**src/sv/hlt_pkg.sv**
```systemverilog
`timescale 1ns / 1ps

package hlt_pkg;

  // Table geometry and field widths
  localparam int unsigned TABLE_ENTRIES = 16;
  localparam int unsigned ADDR_BITS     = 24;
  localparam int unsigned TIME_BITS     = 32;
  localparam int unsigned CFG_BITS      = 32;
  localparam int unsigned IDX_BITS      = (TABLE_ENTRIES > 1) ? $clog2(TABLE_ENTRIES) : 1;

  localparam logic [IDX_BITS-1:0]  IDX_LAST      = IDX_BITS'(TABLE_ENTRIES - 1);
  localparam logic [TIME_BITS-1:0] TIMEOUT_RESET = TIME_BITS'(1000000);

  typedef enum logic [1:0] {
    FN_HEARTBEAT = 2'd0,
    FN_SCAN      = 2'd1,
    FN_LIST      = 2'd2,
    FN_FIRST     = 2'd3
  } func_e;

  typedef enum logic [2:0] {
    ST_UPDATED  = 3'd0,
    ST_INSERTED = 3'd1,
    ST_DROPPED  = 3'd2,
    ST_LISTED   = 3'd3,
    ST_REMOVED  = 3'd4,
    ST_NOTHING  = 3'd5
  } status_e;

  typedef enum logic [1:0] {
    CS_IDLE,
    CS_PASS,
    CS_COMMIT,
    CS_EMIT
  } ctl_state_e;

  typedef struct packed {
    func_e                func;
    logic [ADDR_BITS-1:0] device_addr;
    logic [TIME_BITS-1:0] now;
  } in_t;

  typedef struct packed {
    logic [ADDR_BITS-1:0] result_addr;
    status_e              status;
    logic                 last;
  } out_t;

  // Controller to datapath
  typedef struct packed {
    logic                capture;
    logic                step;
    logic [IDX_BITS-1:0] idx;
    logic                commit;
    logic                emit;
  } cmd_t;

  // Datapath to controller
  typedef struct packed {
    logic rescan;
    logic res_last;
    logic out_free;
  } sts_t;

endpackage

```
**src/sv/hlt_ctrl.sv**
```systemverilog
`timescale 1ns / 1ps

module hlt_ctrl (
  input  logic         clk_i,
  input  logic         rst_ni,
  input  logic         in_valid_i,
  output logic         in_ready_o,
  input  hlt_pkg::sts_t sts_i,
  output hlt_pkg::cmd_t cmd_o
);
  import hlt_pkg::*;

  ctl_state_e          state_q, state_d;
  logic [IDX_BITS-1:0] idx_q, idx_d;

  // Hold state and slot counter
  always_ff @(posedge clk_i or negedge rst_ni) begin
    if (!rst_ni) begin
      state_q <= CS_IDLE;
      idx_q   <= '0;
    end else begin
      state_q <= state_d;
      idx_q   <= idx_d;
    end
  end

  // Next state
  always_comb begin
    state_d = state_q;
    unique case (state_q)
      CS_IDLE: begin
        if (in_valid_i) state_d = CS_PASS;
      end
      CS_PASS: begin
        if (idx_q == IDX_LAST) state_d = CS_COMMIT;
      end
      CS_COMMIT: begin
        state_d = sts_i.rescan ? CS_PASS : CS_EMIT;
      end
      CS_EMIT: begin
        if (sts_i.out_free) state_d = sts_i.res_last ? CS_IDLE : CS_PASS;
      end
      default: state_d = CS_IDLE;
    endcase
  end

  // Advance the slot counter through one pass
  always_comb begin
    if (state_q == CS_PASS && idx_q != IDX_LAST) begin
      idx_d = idx_q + 1'b1;
    end else begin
      idx_d = '0;
    end
  end

  // Commands
  always_comb begin
    in_ready_o    = 1'b0;
    cmd_o         = '0;
    cmd_o.idx     = idx_q;
    unique case (state_q)
      CS_IDLE: begin
        in_ready_o    = 1'b1;
        cmd_o.capture = in_valid_i;
      end
      CS_PASS:   cmd_o.step   = 1'b1;
      CS_COMMIT: cmd_o.commit = 1'b1;
      CS_EMIT:   cmd_o.emit   = sts_i.out_free;
      default: ;
    endcase
  end

  a_pass_end: assert property (@(posedge clk_i) disable iff (!rst_ni)
    state_q == CS_PASS && idx_q == IDX_LAST |=> state_q == CS_COMMIT)
    else $error("pass did not end in commit");

  a_accept_starts_pass: assert property (@(posedge clk_i) disable iff (!rst_ni)
    in_valid_i && in_ready_o |=> state_q == CS_PASS && idx_q == '0)
    else $error("accepted transaction did not start a pass at slot zero");

  a_idx_idle: assert property (@(posedge clk_i) disable iff (!rst_ni)
    state_q != CS_PASS |-> idx_q == '0)
    else $error("slot counter moved outside a pass");

endmodule

```
**src/sv/hlt_datapath.sv**
```systemverilog
`timescale 1ns / 1ps

module hlt_datapath (
  input  logic                           clk_i,
  input  logic                           rst_ni,
  input  logic                           cfg_we_i,
  input  logic [hlt_pkg::CFG_BITS-1:0]   cfg_data_i,
  input  hlt_pkg::in_t                   in_data_i,
  output logic                           out_valid_o,
  input  logic                           out_ready_i,
  output hlt_pkg::out_t                  out_data_o,
  input  hlt_pkg::cmd_t                  cmd_i,
  output hlt_pkg::sts_t                  sts_o
);
  import hlt_pkg::*;

  // Table: valid bits reset, contents undefined until written
  logic [TABLE_ENTRIES-1:0] valid_q;
  logic [ADDR_BITS-1:0]     addr_q [TABLE_ENTRIES];
  logic [TIME_BITS-1:0]     seen_q [TABLE_ENTRIES];

  logic [TIME_BITS-1:0] timeout_q;
  in_t                  item_q;
  logic                 use_floor_q;
  logic [ADDR_BITS-1:0] cur_addr_q;

  logic                 match_found_q, free_found_q, best_found_q;
  logic [IDX_BITS-1:0]  match_idx_q, free_idx_q, best_idx_q;
  logic [ADDR_BITS-1:0] best_addr_q;

  out_t res_q, res_d;
  logic out_valid_q;
  out_t out_q;

  logic                 rd_valid;
  logic [ADDR_BITS-1:0] rd_addr;
  logic [TIME_BITS-1:0] rd_seen;
  logic [TIME_BITS-1:0] age;
  logic                 is_hb, hit_match, hit_free, cand, better;
  logic                 rescan, clr;

  // Read the slot under the counter
  assign rd_valid = valid_q[cmd_i.idx];
  assign rd_addr  = addr_q[cmd_i.idx];
  assign rd_seen  = seen_q[cmd_i.idx];

  // Compare the slot against the transaction
  always_comb begin
    age       = item_q.now - rd_seen;
    is_hb     = (item_q.func == FN_HEARTBEAT);
    hit_match = rd_valid && (rd_addr == item_q.device_addr);
    hit_free  = !rd_valid;
    unique case (item_q.func)
      FN_HEARTBEAT: cand = 1'b0;
      FN_SCAN:      cand = rd_valid && (age > timeout_q);
      FN_LIST,
      FN_FIRST:     cand = rd_valid && (!use_floor_q || rd_addr > cur_addr_q);
      default:      cand = 1'b0;
    endcase
    better = cand && (!best_found_q || rd_addr < best_addr_q);
  end

  assign rescan = (item_q.func == FN_LIST) && !use_floor_q && best_found_q;
  assign clr    = cmd_i.capture || (cmd_i.commit && rescan) || (cmd_i.emit && !res_q.last);

  // Hold timeout register
  always_ff @(posedge clk_i or negedge rst_ni) begin
    if (!rst_ni) begin
      timeout_q <= TIMEOUT_RESET;
    end else if (cfg_we_i) begin
      timeout_q <= TIME_BITS'(cfg_data_i);
    end
  end

  // Capture the transaction
  always_ff @(posedge clk_i) begin
    if (cmd_i.capture) item_q <= in_data_i;
  end

  // Search flags and list floor
  always_ff @(posedge clk_i or negedge rst_ni) begin
    if (!rst_ni) begin
      match_found_q <= 1'b0;
      free_found_q  <= 1'b0;
      best_found_q  <= 1'b0;
      use_floor_q   <= 1'b0;
    end else begin
      if (clr) begin
        match_found_q <= 1'b0;
        free_found_q  <= 1'b0;
        best_found_q  <= 1'b0;
      end else if (cmd_i.step) begin
        if (is_hb && hit_match) match_found_q <= 1'b1;
        if (is_hb && hit_free)  free_found_q  <= 1'b1;
        if (better)             best_found_q  <= 1'b1;
      end
      if (cmd_i.capture) begin
        use_floor_q <= 1'b0;
      end else if (cmd_i.commit && rescan) begin
        use_floor_q <= 1'b1;
      end
    end
  end

  // Search results: keep the first match and free slot, the lowest candidate
  always_ff @(posedge clk_i) begin
    if (cmd_i.step && !clr) begin
      if (is_hb && hit_match && !match_found_q) match_idx_q <= cmd_i.idx;
      if (is_hb && hit_free && !free_found_q)   free_idx_q  <= cmd_i.idx;
      if (better) begin
        best_idx_q  <= cmd_i.idx;
        best_addr_q <= rd_addr;
      end
    end
    if ((cmd_i.commit && rescan) || (cmd_i.emit && !res_q.last)) begin
      cur_addr_q <= best_addr_q;
    end
  end

  // Form the result at commit
  always_comb begin
    res_d = '{result_addr: '0, status: ST_NOTHING, last: 1'b1};
    unique case (item_q.func)
      FN_HEARTBEAT: begin
        res_d.result_addr = item_q.device_addr;
        if (match_found_q)     res_d.status = ST_UPDATED;
        else if (free_found_q) res_d.status = ST_INSERTED;
        else                   res_d.status = ST_DROPPED;
      end
      FN_SCAN: begin
        if (best_found_q) begin
          res_d.result_addr = best_addr_q;
          res_d.status      = ST_REMOVED;
        end
      end
      FN_LIST: begin
        if (use_floor_q) begin
          res_d.result_addr = cur_addr_q;
          res_d.status      = ST_LISTED;
          res_d.last        = !best_found_q;
        end
      end
      FN_FIRST: begin
        if (best_found_q) begin
          res_d.result_addr = best_addr_q;
          res_d.status      = ST_LISTED;
        end
      end
      default: ;
    endcase
  end

  always_ff @(posedge clk_i) begin
    if (cmd_i.commit) res_q <= res_d;
  end

  // Table valid bits: set on insert, drop on expiry
  always_ff @(posedge clk_i or negedge rst_ni) begin
    if (!rst_ni) begin
      valid_q <= '0;
    end else if (cmd_i.commit) begin
      if (is_hb && !match_found_q && free_found_q) valid_q[free_idx_q] <= 1'b1;
      if (item_q.func == FN_SCAN && best_found_q)  valid_q[best_idx_q] <= 1'b0;
    end
  end

  // Table contents
  always_ff @(posedge clk_i) begin
    if (cmd_i.commit && is_hb) begin
      if (match_found_q) begin
        seen_q[match_idx_q] <= item_q.now;
      end else if (free_found_q) begin
        addr_q[free_idx_q] <= item_q.device_addr;
        seen_q[free_idx_q] <= item_q.now;
      end
    end
  end

  // Output register
  always_ff @(posedge clk_i or negedge rst_ni) begin
    if (!rst_ni) begin
      out_valid_q <= 1'b0;
    end else if (cmd_i.emit) begin
      out_valid_q <= 1'b1;
    end else if (out_ready_i) begin
      out_valid_q <= 1'b0;
    end
  end

  always_ff @(posedge clk_i) begin
    if (cmd_i.emit) out_q <= res_q;
  end

  assign out_valid_o     = out_valid_q;
  assign out_data_o      = out_q;
  assign sts_o.rescan    = rescan;
  assign sts_o.res_last  = res_q.last;
  assign sts_o.out_free  = !out_valid_q || out_ready_i;

  a_emit_into_free: assert property (@(posedge clk_i) disable iff (!rst_ni)
    cmd_i.emit |-> (!out_valid_q || out_ready_i))
    else $error("result loaded over an untaken transaction");

  a_scan_clears: assert property (@(posedge clk_i) disable iff (!rst_ni)
    cmd_i.commit && item_q.func == FN_SCAN && best_found_q
      |=> !valid_q[$past(best_idx_q)])
    else $error("expired entry still valid after removal");

  a_out_hold: assert property (@(posedge clk_i) disable iff (!rst_ni)
    out_valid_q && !out_ready_i |=> out_valid_q && $stable(out_q))
    else $error("waiting result changed before it was taken");

endmodule

```
**src/sv/heartbeat_liveness_table.sv**
```systemverilog
`timescale 1ns / 1ps
// Channel  Handshake                Payload
// in       in_valid_i / in_ready_o  in_data_i  (func, device_addr, now)
// out      out_valid_o / out_ready_i out_data_o (result_addr, status, last)
// cfg      cfg_we_i                 cfg_data_i (timeout_ticks)
//
// Each pass visits the sixteen slots one per cycle through a single compare unit.
// Heartbeat, scan and first: an accept, a pass over all slots, a commit and an emit.
// List of k entries: an accept, k+1 passes each ending in a commit, and k emits; empty as for first.
// Reset clears the valid bits at once; timeout returns to 1000000 ticks.
// A waiting result sits in the output register; the next transaction is taken
// meanwhile, and only a further result stalls until the output is free.

module heartbeat_liveness_table (
  input  logic                         clk_i,
  input  logic                         rst_ni,
  input  logic                         cfg_we_i,
  input  logic [hlt_pkg::CFG_BITS-1:0] cfg_data_i,
  input  logic                         in_valid_i,
  output logic                         in_ready_o,
  input  hlt_pkg::in_t                 in_data_i,
  output logic                         out_valid_o,
  input  logic                         out_ready_i,
  output hlt_pkg::out_t                out_data_o
);
  import hlt_pkg::*;

  cmd_t cmd;
  sts_t sts;

  hlt_ctrl u_ctrl (
    .clk_i      (clk_i),
    .rst_ni     (rst_ni),
    .in_valid_i (in_valid_i),
    .in_ready_o (in_ready_o),
    .sts_i      (sts),
    .cmd_o      (cmd)
  );

  hlt_datapath u_datapath (
    .clk_i       (clk_i),
    .rst_ni      (rst_ni),
    .cfg_we_i    (cfg_we_i),
    .cfg_data_i  (cfg_data_i),
    .in_data_i   (in_data_i),
    .out_valid_o (out_valid_o),
    .out_ready_i (out_ready_i),
    .out_data_o  (out_data_o),
    .cmd_i       (cmd),
    .sts_o       (sts)
  );

endmodule

```
**config.mk**
```make
export PLATFORM = sky130hd
export DESIGN_NAME = heartbeat_liveness_table
export DESIGN_NICKNAME = d
export VERILOG_FILES = /design/src/sv/hlt_pkg.sv /design/src/sv/hlt_ctrl.sv /design/src/sv/hlt_datapath.sv /design/src/sv/heartbeat_liveness_table.sv
export SDC_FILE = /design/constraint.sdc
export NUM_CORES = 1
export LEC_CHECK = 0
export BUFFER_PORTS_ARGS = -buffer_cell sky130_fd_sc_hd__buf_2
export CORE_ASPECT_RATIO = 2
export CORE_MARGIN = 3
export CORE_UTILIZATION = 35
export CTS_CLUSTER_DIAMETER = 50
export DETAILED_ROUTE_END_ITERATION = 16
export GPL_TIMING_DRIVEN = 0
export PLACE_DENSITY = 0.55
export SETUP_SLACK_MARGIN = 0.3
export SYNTH_ARGS = -nofsm -noshare
export SYNTH_HDL_FRONTEND = slang
export SYNTH_SLANG_ARGS = --single-unit
```
**constraint.sdc**
```tcl
create_clock -name clk_i -period 24.6 [get_ports clk_i]
set_input_delay 4.92 -clock clk_i [delete_from_list [all_inputs] [get_ports clk_i]]
set_output_delay 4.92 -clock clk_i [all_outputs]
set_load 0.05 [all_outputs]
```
==> impl_metrics.json <==
{
  "grt-busiest-layer": "met2",
  "max_freq_mhz": 98.5,
  "grt_max_degree": 43,
  "yosysMostFrequentCell": "edfxtp_1",
  "core_area_sq_mm": 0.131,
  "totalNegativeSetupSlack_ps": 0,
  "post_cts_buffers": 0,
  "first_iter_violations": 2226,
  "period_share": 0.413,
  "rrSetupSlack_ps": 14440,
  "die_h_microns": 520,
  "cp-end-kind": "flop",
  "yosysTopAreaCell": "edfxtp_1",
  "clock-sinks": 1129,
  "path_max_fanout": 14,
  "grt_util_all_layers": 0.192,
  "syn_nets": 2629,
  "cp-start-kind": "flop",
  "yosys-top-cells-area": "edfxtp_1 69%, mux4_2 13%, ha_1 3.0%",
  "rsz0062_at_grt": "false",
  "use_met1": 0.209,
  "area_delta_synth_final_pct": 15.9,
  "use_met2": 0.365,
  "via_count": 24500,
  "cap_violations": 0,
  "syn_area_sq_mm": 0.0463,
  "synth-async-reset-ratio": 0.0523,
  "peakVddDrop_mv": 0.0984,
  "reg2regPathDepth": 24,
  "setup-violations-final": 0,
  "detail_route.first_pass.iterations": 7,
  "clk_pin_slew_ps": 70,
  "critPathSlowestCell": "a2111oi_0",
  "hold_path_depth": 0,
  "p_leak_nw": 17.9,
  "power.density_mw_per_mm2": 100,
  "use_met3": 0.0246,
  "dp_slack_ps": 14330,
  "cts_max_level": 3,
  "reg2reg_to": "u_datapath.best_addr_q[17]",
  "fin_ws_ps": 14440,
  "regArea_sq_mm": 0.0336,
  "start_util": 0.353,
  "synth_top_area_share": 0.694,
  "ctsHoldBuffers": 0,
  "ys_ff_latch": 1129,
  "finalMaxSlewViolations": 0,
  "cp-startpoint": "u_ctrl.idx_q[1]",
  "hold_class": "flop to flop",
  "cts_resized": 0,
  "setup.worst_path.class": "flop to flop",
  "antenna_found_initial": 4,
  "multi_input_area_sq_mm": 0.0119,
  "synth_edf_count": 1070,
  "yosysUniqueCellTypes": 63,
  "numCtsBuffers": 105,
  "synthCells": 2421,
  "crit_end": "u_datapath.best_addr_q[17]",
  "cp.arrival_ps": 10570,
  "drt-total-wl_mm": 133,
  "post-route-util": 0.409,
  "cts_tree": "yes",
  "final_layout_size_suffix_gt1_frac": 0.249,
  "max_slew_margin": 0.147,
  "ios": 125,
  "yosys_most_used_dff": "edfxtp_1",
  "synth_warnings": 0,
  "grt_pass1_wl_mm": 189,
  "drc": 0,
  "die_x_microns": 263,
  "antenna_left": 0,
  "via_per_inst": 5.44,
  "dieArea_sq_mm": 0.137,
  "hold_violations": 0,
  "fin_crit_ps": 10160,
  "fillers": 11700,
  "place.gp.congestion": 0.938,
  "first_global_vias": 26400,
  "worst-path-stages": 24,
  "clock_latency_ps": 710,
  "skew_ps": 35.5,
  "avgSynthCellArea_sq_um": 19.1,
  "totalPowerFinal_mw": 5.38,
  "status": "completed",
  "synth.top_cells.by_count": "1070 x edfxtp_1, 263 x mux4_2, 156 x inv_1",
  "finalNetCount": 2908,
  "path_delay_family": "compound AO/OA/AOI/OAI gates",
  "worstPathCellList": "buf_2, buf_2, buf_2, buf_1, clkbuf_1, mux4_2, mux4_2, inv_1, ha_1, and3_1, nand4_1, a21oi_1, o21ai_0, a211o_1, a2111oi_0, nor3_1, nand3b_1, ha_1, nand4_1, nor4_1, a311o_1, o2111ai_1, a311oi_4, buf_16",
  "io_buffers": 123,
  "ctsRootBufferMaster": "clkbuf_16",
  "num_rows": 188,
  "slowest_delay_ps": 900,
  "cp_num_buf_inv": 7,
  "grt.overflow.total": 0,
  "worst_pin_slew_ps": 1270,
  "required_ps": 25010,
  "post-dp-hpwl_mm": 93.1,
  "ctsLongestPathBuffers": 3,
  "crit_top_cell": "buf_2",
  "wl_per_cell_microns": 29.5,
  "rr_startpoint": "u_ctrl.idx_q[1]",
  "ys_seq_area_frac": 0.726
}
-- metal layers --
layer  wire length [microns]  share of wire  vias up
met3                    6170          0.047      293
met4                    6990          0.053        0
met5                       0              0        -
li1                        -              -    10300
met1                   46200           0.35    13000
met2                   73300           0.55      881
-- worst reg2reg max path, cell delays in order, from the launching register on --
cell and delay (ps):
dfrtp_1 500, buf_2 390, buf_2 420, buf_2 430, buf_1 770, clkbuf_1 780, mux4_2 470, mux4_2 510
inv_1 80, ha_1 280, and3_1 260, nand4_1 210, a21oi_1 160, o21ai_0 270, a211o_1 490, a2111oi_0 900
nor3_1 90, nand3b_1 230, ha_1 320, nand4_1 170, nor4_1 590, a311o_1 460, o2111ai_1 220, a311oi_4 620
buf_16 240
-- state kept, by name, indices dropped and copies added, names as in the netlist, 2 cells and up --
name,flops
u_ctrl.idx_q,4
u_ctrl.state_q,2
u_datapath.addr_q,384
u_datapath.best_addr_q,24
u_datapath.best_idx_q,4
u_datapath.cur_addr_q,24
u_datapath.free_idx_q,4
u_datapath.item_q,58
u_datapath.match_idx_q,4
u_datapath.out_data_o,28
u_datapath.res_q,27
u_datapath.seen_q,512
u_datapath.timeout_q,32
u_datapath.valid_q,16
-- where the power goes --
group          leakage (nW)  internal (mW)  switching, mW
Combinational          5.80          0.582          0.821
Clock                  1.68          0.902          0.742
Sequential             10.4           2.23          0.102
-- area by class of cell --
| type | count | share of cell area |
|---|---|---|
| buffer | 96 | 0.00905 |
| clock inverter | 67 | 0.0124 |
| sequential | 1129 | 0.627 |
| clock buffer | 128 | 0.0520 |
| timing repair buffer | 172 | 0.0280 |
| antenna | 1 | 0.0000467 |
| tap | 1710 | 0.0399 |
| inverter | 156 | 0.0109 |
| multi-input combinational | 1040 | 0.221 |
-- kinds of logic after synthesis --
group,Yosys count,synth area share
xor+xnor,50,0.00946
simple gates,285,0.0284
mux,312,0.141
buf+inv,252,0.0231
compound gates,280,0.0407
flops,1129,0.726
fa+ha+maj,113,0.0307
-- how the worst min path moves through the flow --
stage,startpoint,to,slack (ps)
floorplan,u_datapath.res_q[10],u_datapath.out_data_o[10],400
global placement,u_datapath.res_q[1],u_datapath.out_data_o[1],410
detailed placement,u_datapath.res_q[26],u_datapath.out_data_o[26],400
CTS,u_datapath.res_q[26],u_datapath.out_data_o[26],420
global route,u_datapath.res_q[3],u_datapath.out_data_o[3],430
finish,u_datapath.res_q[19],u_datapath.out_data_o[19],420
-- layout by cell type, fill, tap and decap left out, types with 6 or more instances in the layout --
cell,synthesis,final
clkbuf_16,0,108
a21oi_1,66,66
nand2b_1,10,10
bufinv_16,0,8
buf_6,5,19
buf_12,2,29
and2_1,8,6
edfxtp_1,1070,1070
nor2_4,0,29
buf_2,31,154
mux4_2,263,263
clkinv_1,0,14
o21ai_0,58,58
clkinv_2,0,21
a31oi_1,11,11
clkbuf_1,49,67
a21o_1,35,35
dfstp_2,7,7
a222oi_1,25,25
nor3_1,17,13
o22ai_1,12,12
nand3_1,21,21
ha_1,112,112
nor2_1,93,64
nand2_1,79,79
a2111oi_0,6,6
a211oi_1,15,15
buf_16,0,6
nand4_1,24,24
nor2b_1,17,17
o21a_1,8,8
xor2_1,16,16
xnor2_1,34,34
mux4_1,7,7
mux2i_1,38,38
inv_6,0,6
dfrtp_1,52,52
inv_1,156,156
-- stage by stage --
step | hold WS (ps) | std cells | cell area (sq um)
6_report | 418 | 4499 | 53600
5_1_grt | 425 | 4499 | 53600
4_1_cts | 418 | 4498 | 53600
3_5_place_dp | 405 | 4303 | 50200
3_3_place_gp | 406 | 4254 | 49000
2_1_floorplan | 400 | 2421 | 46300
Power figures use the tool's default switching activity.
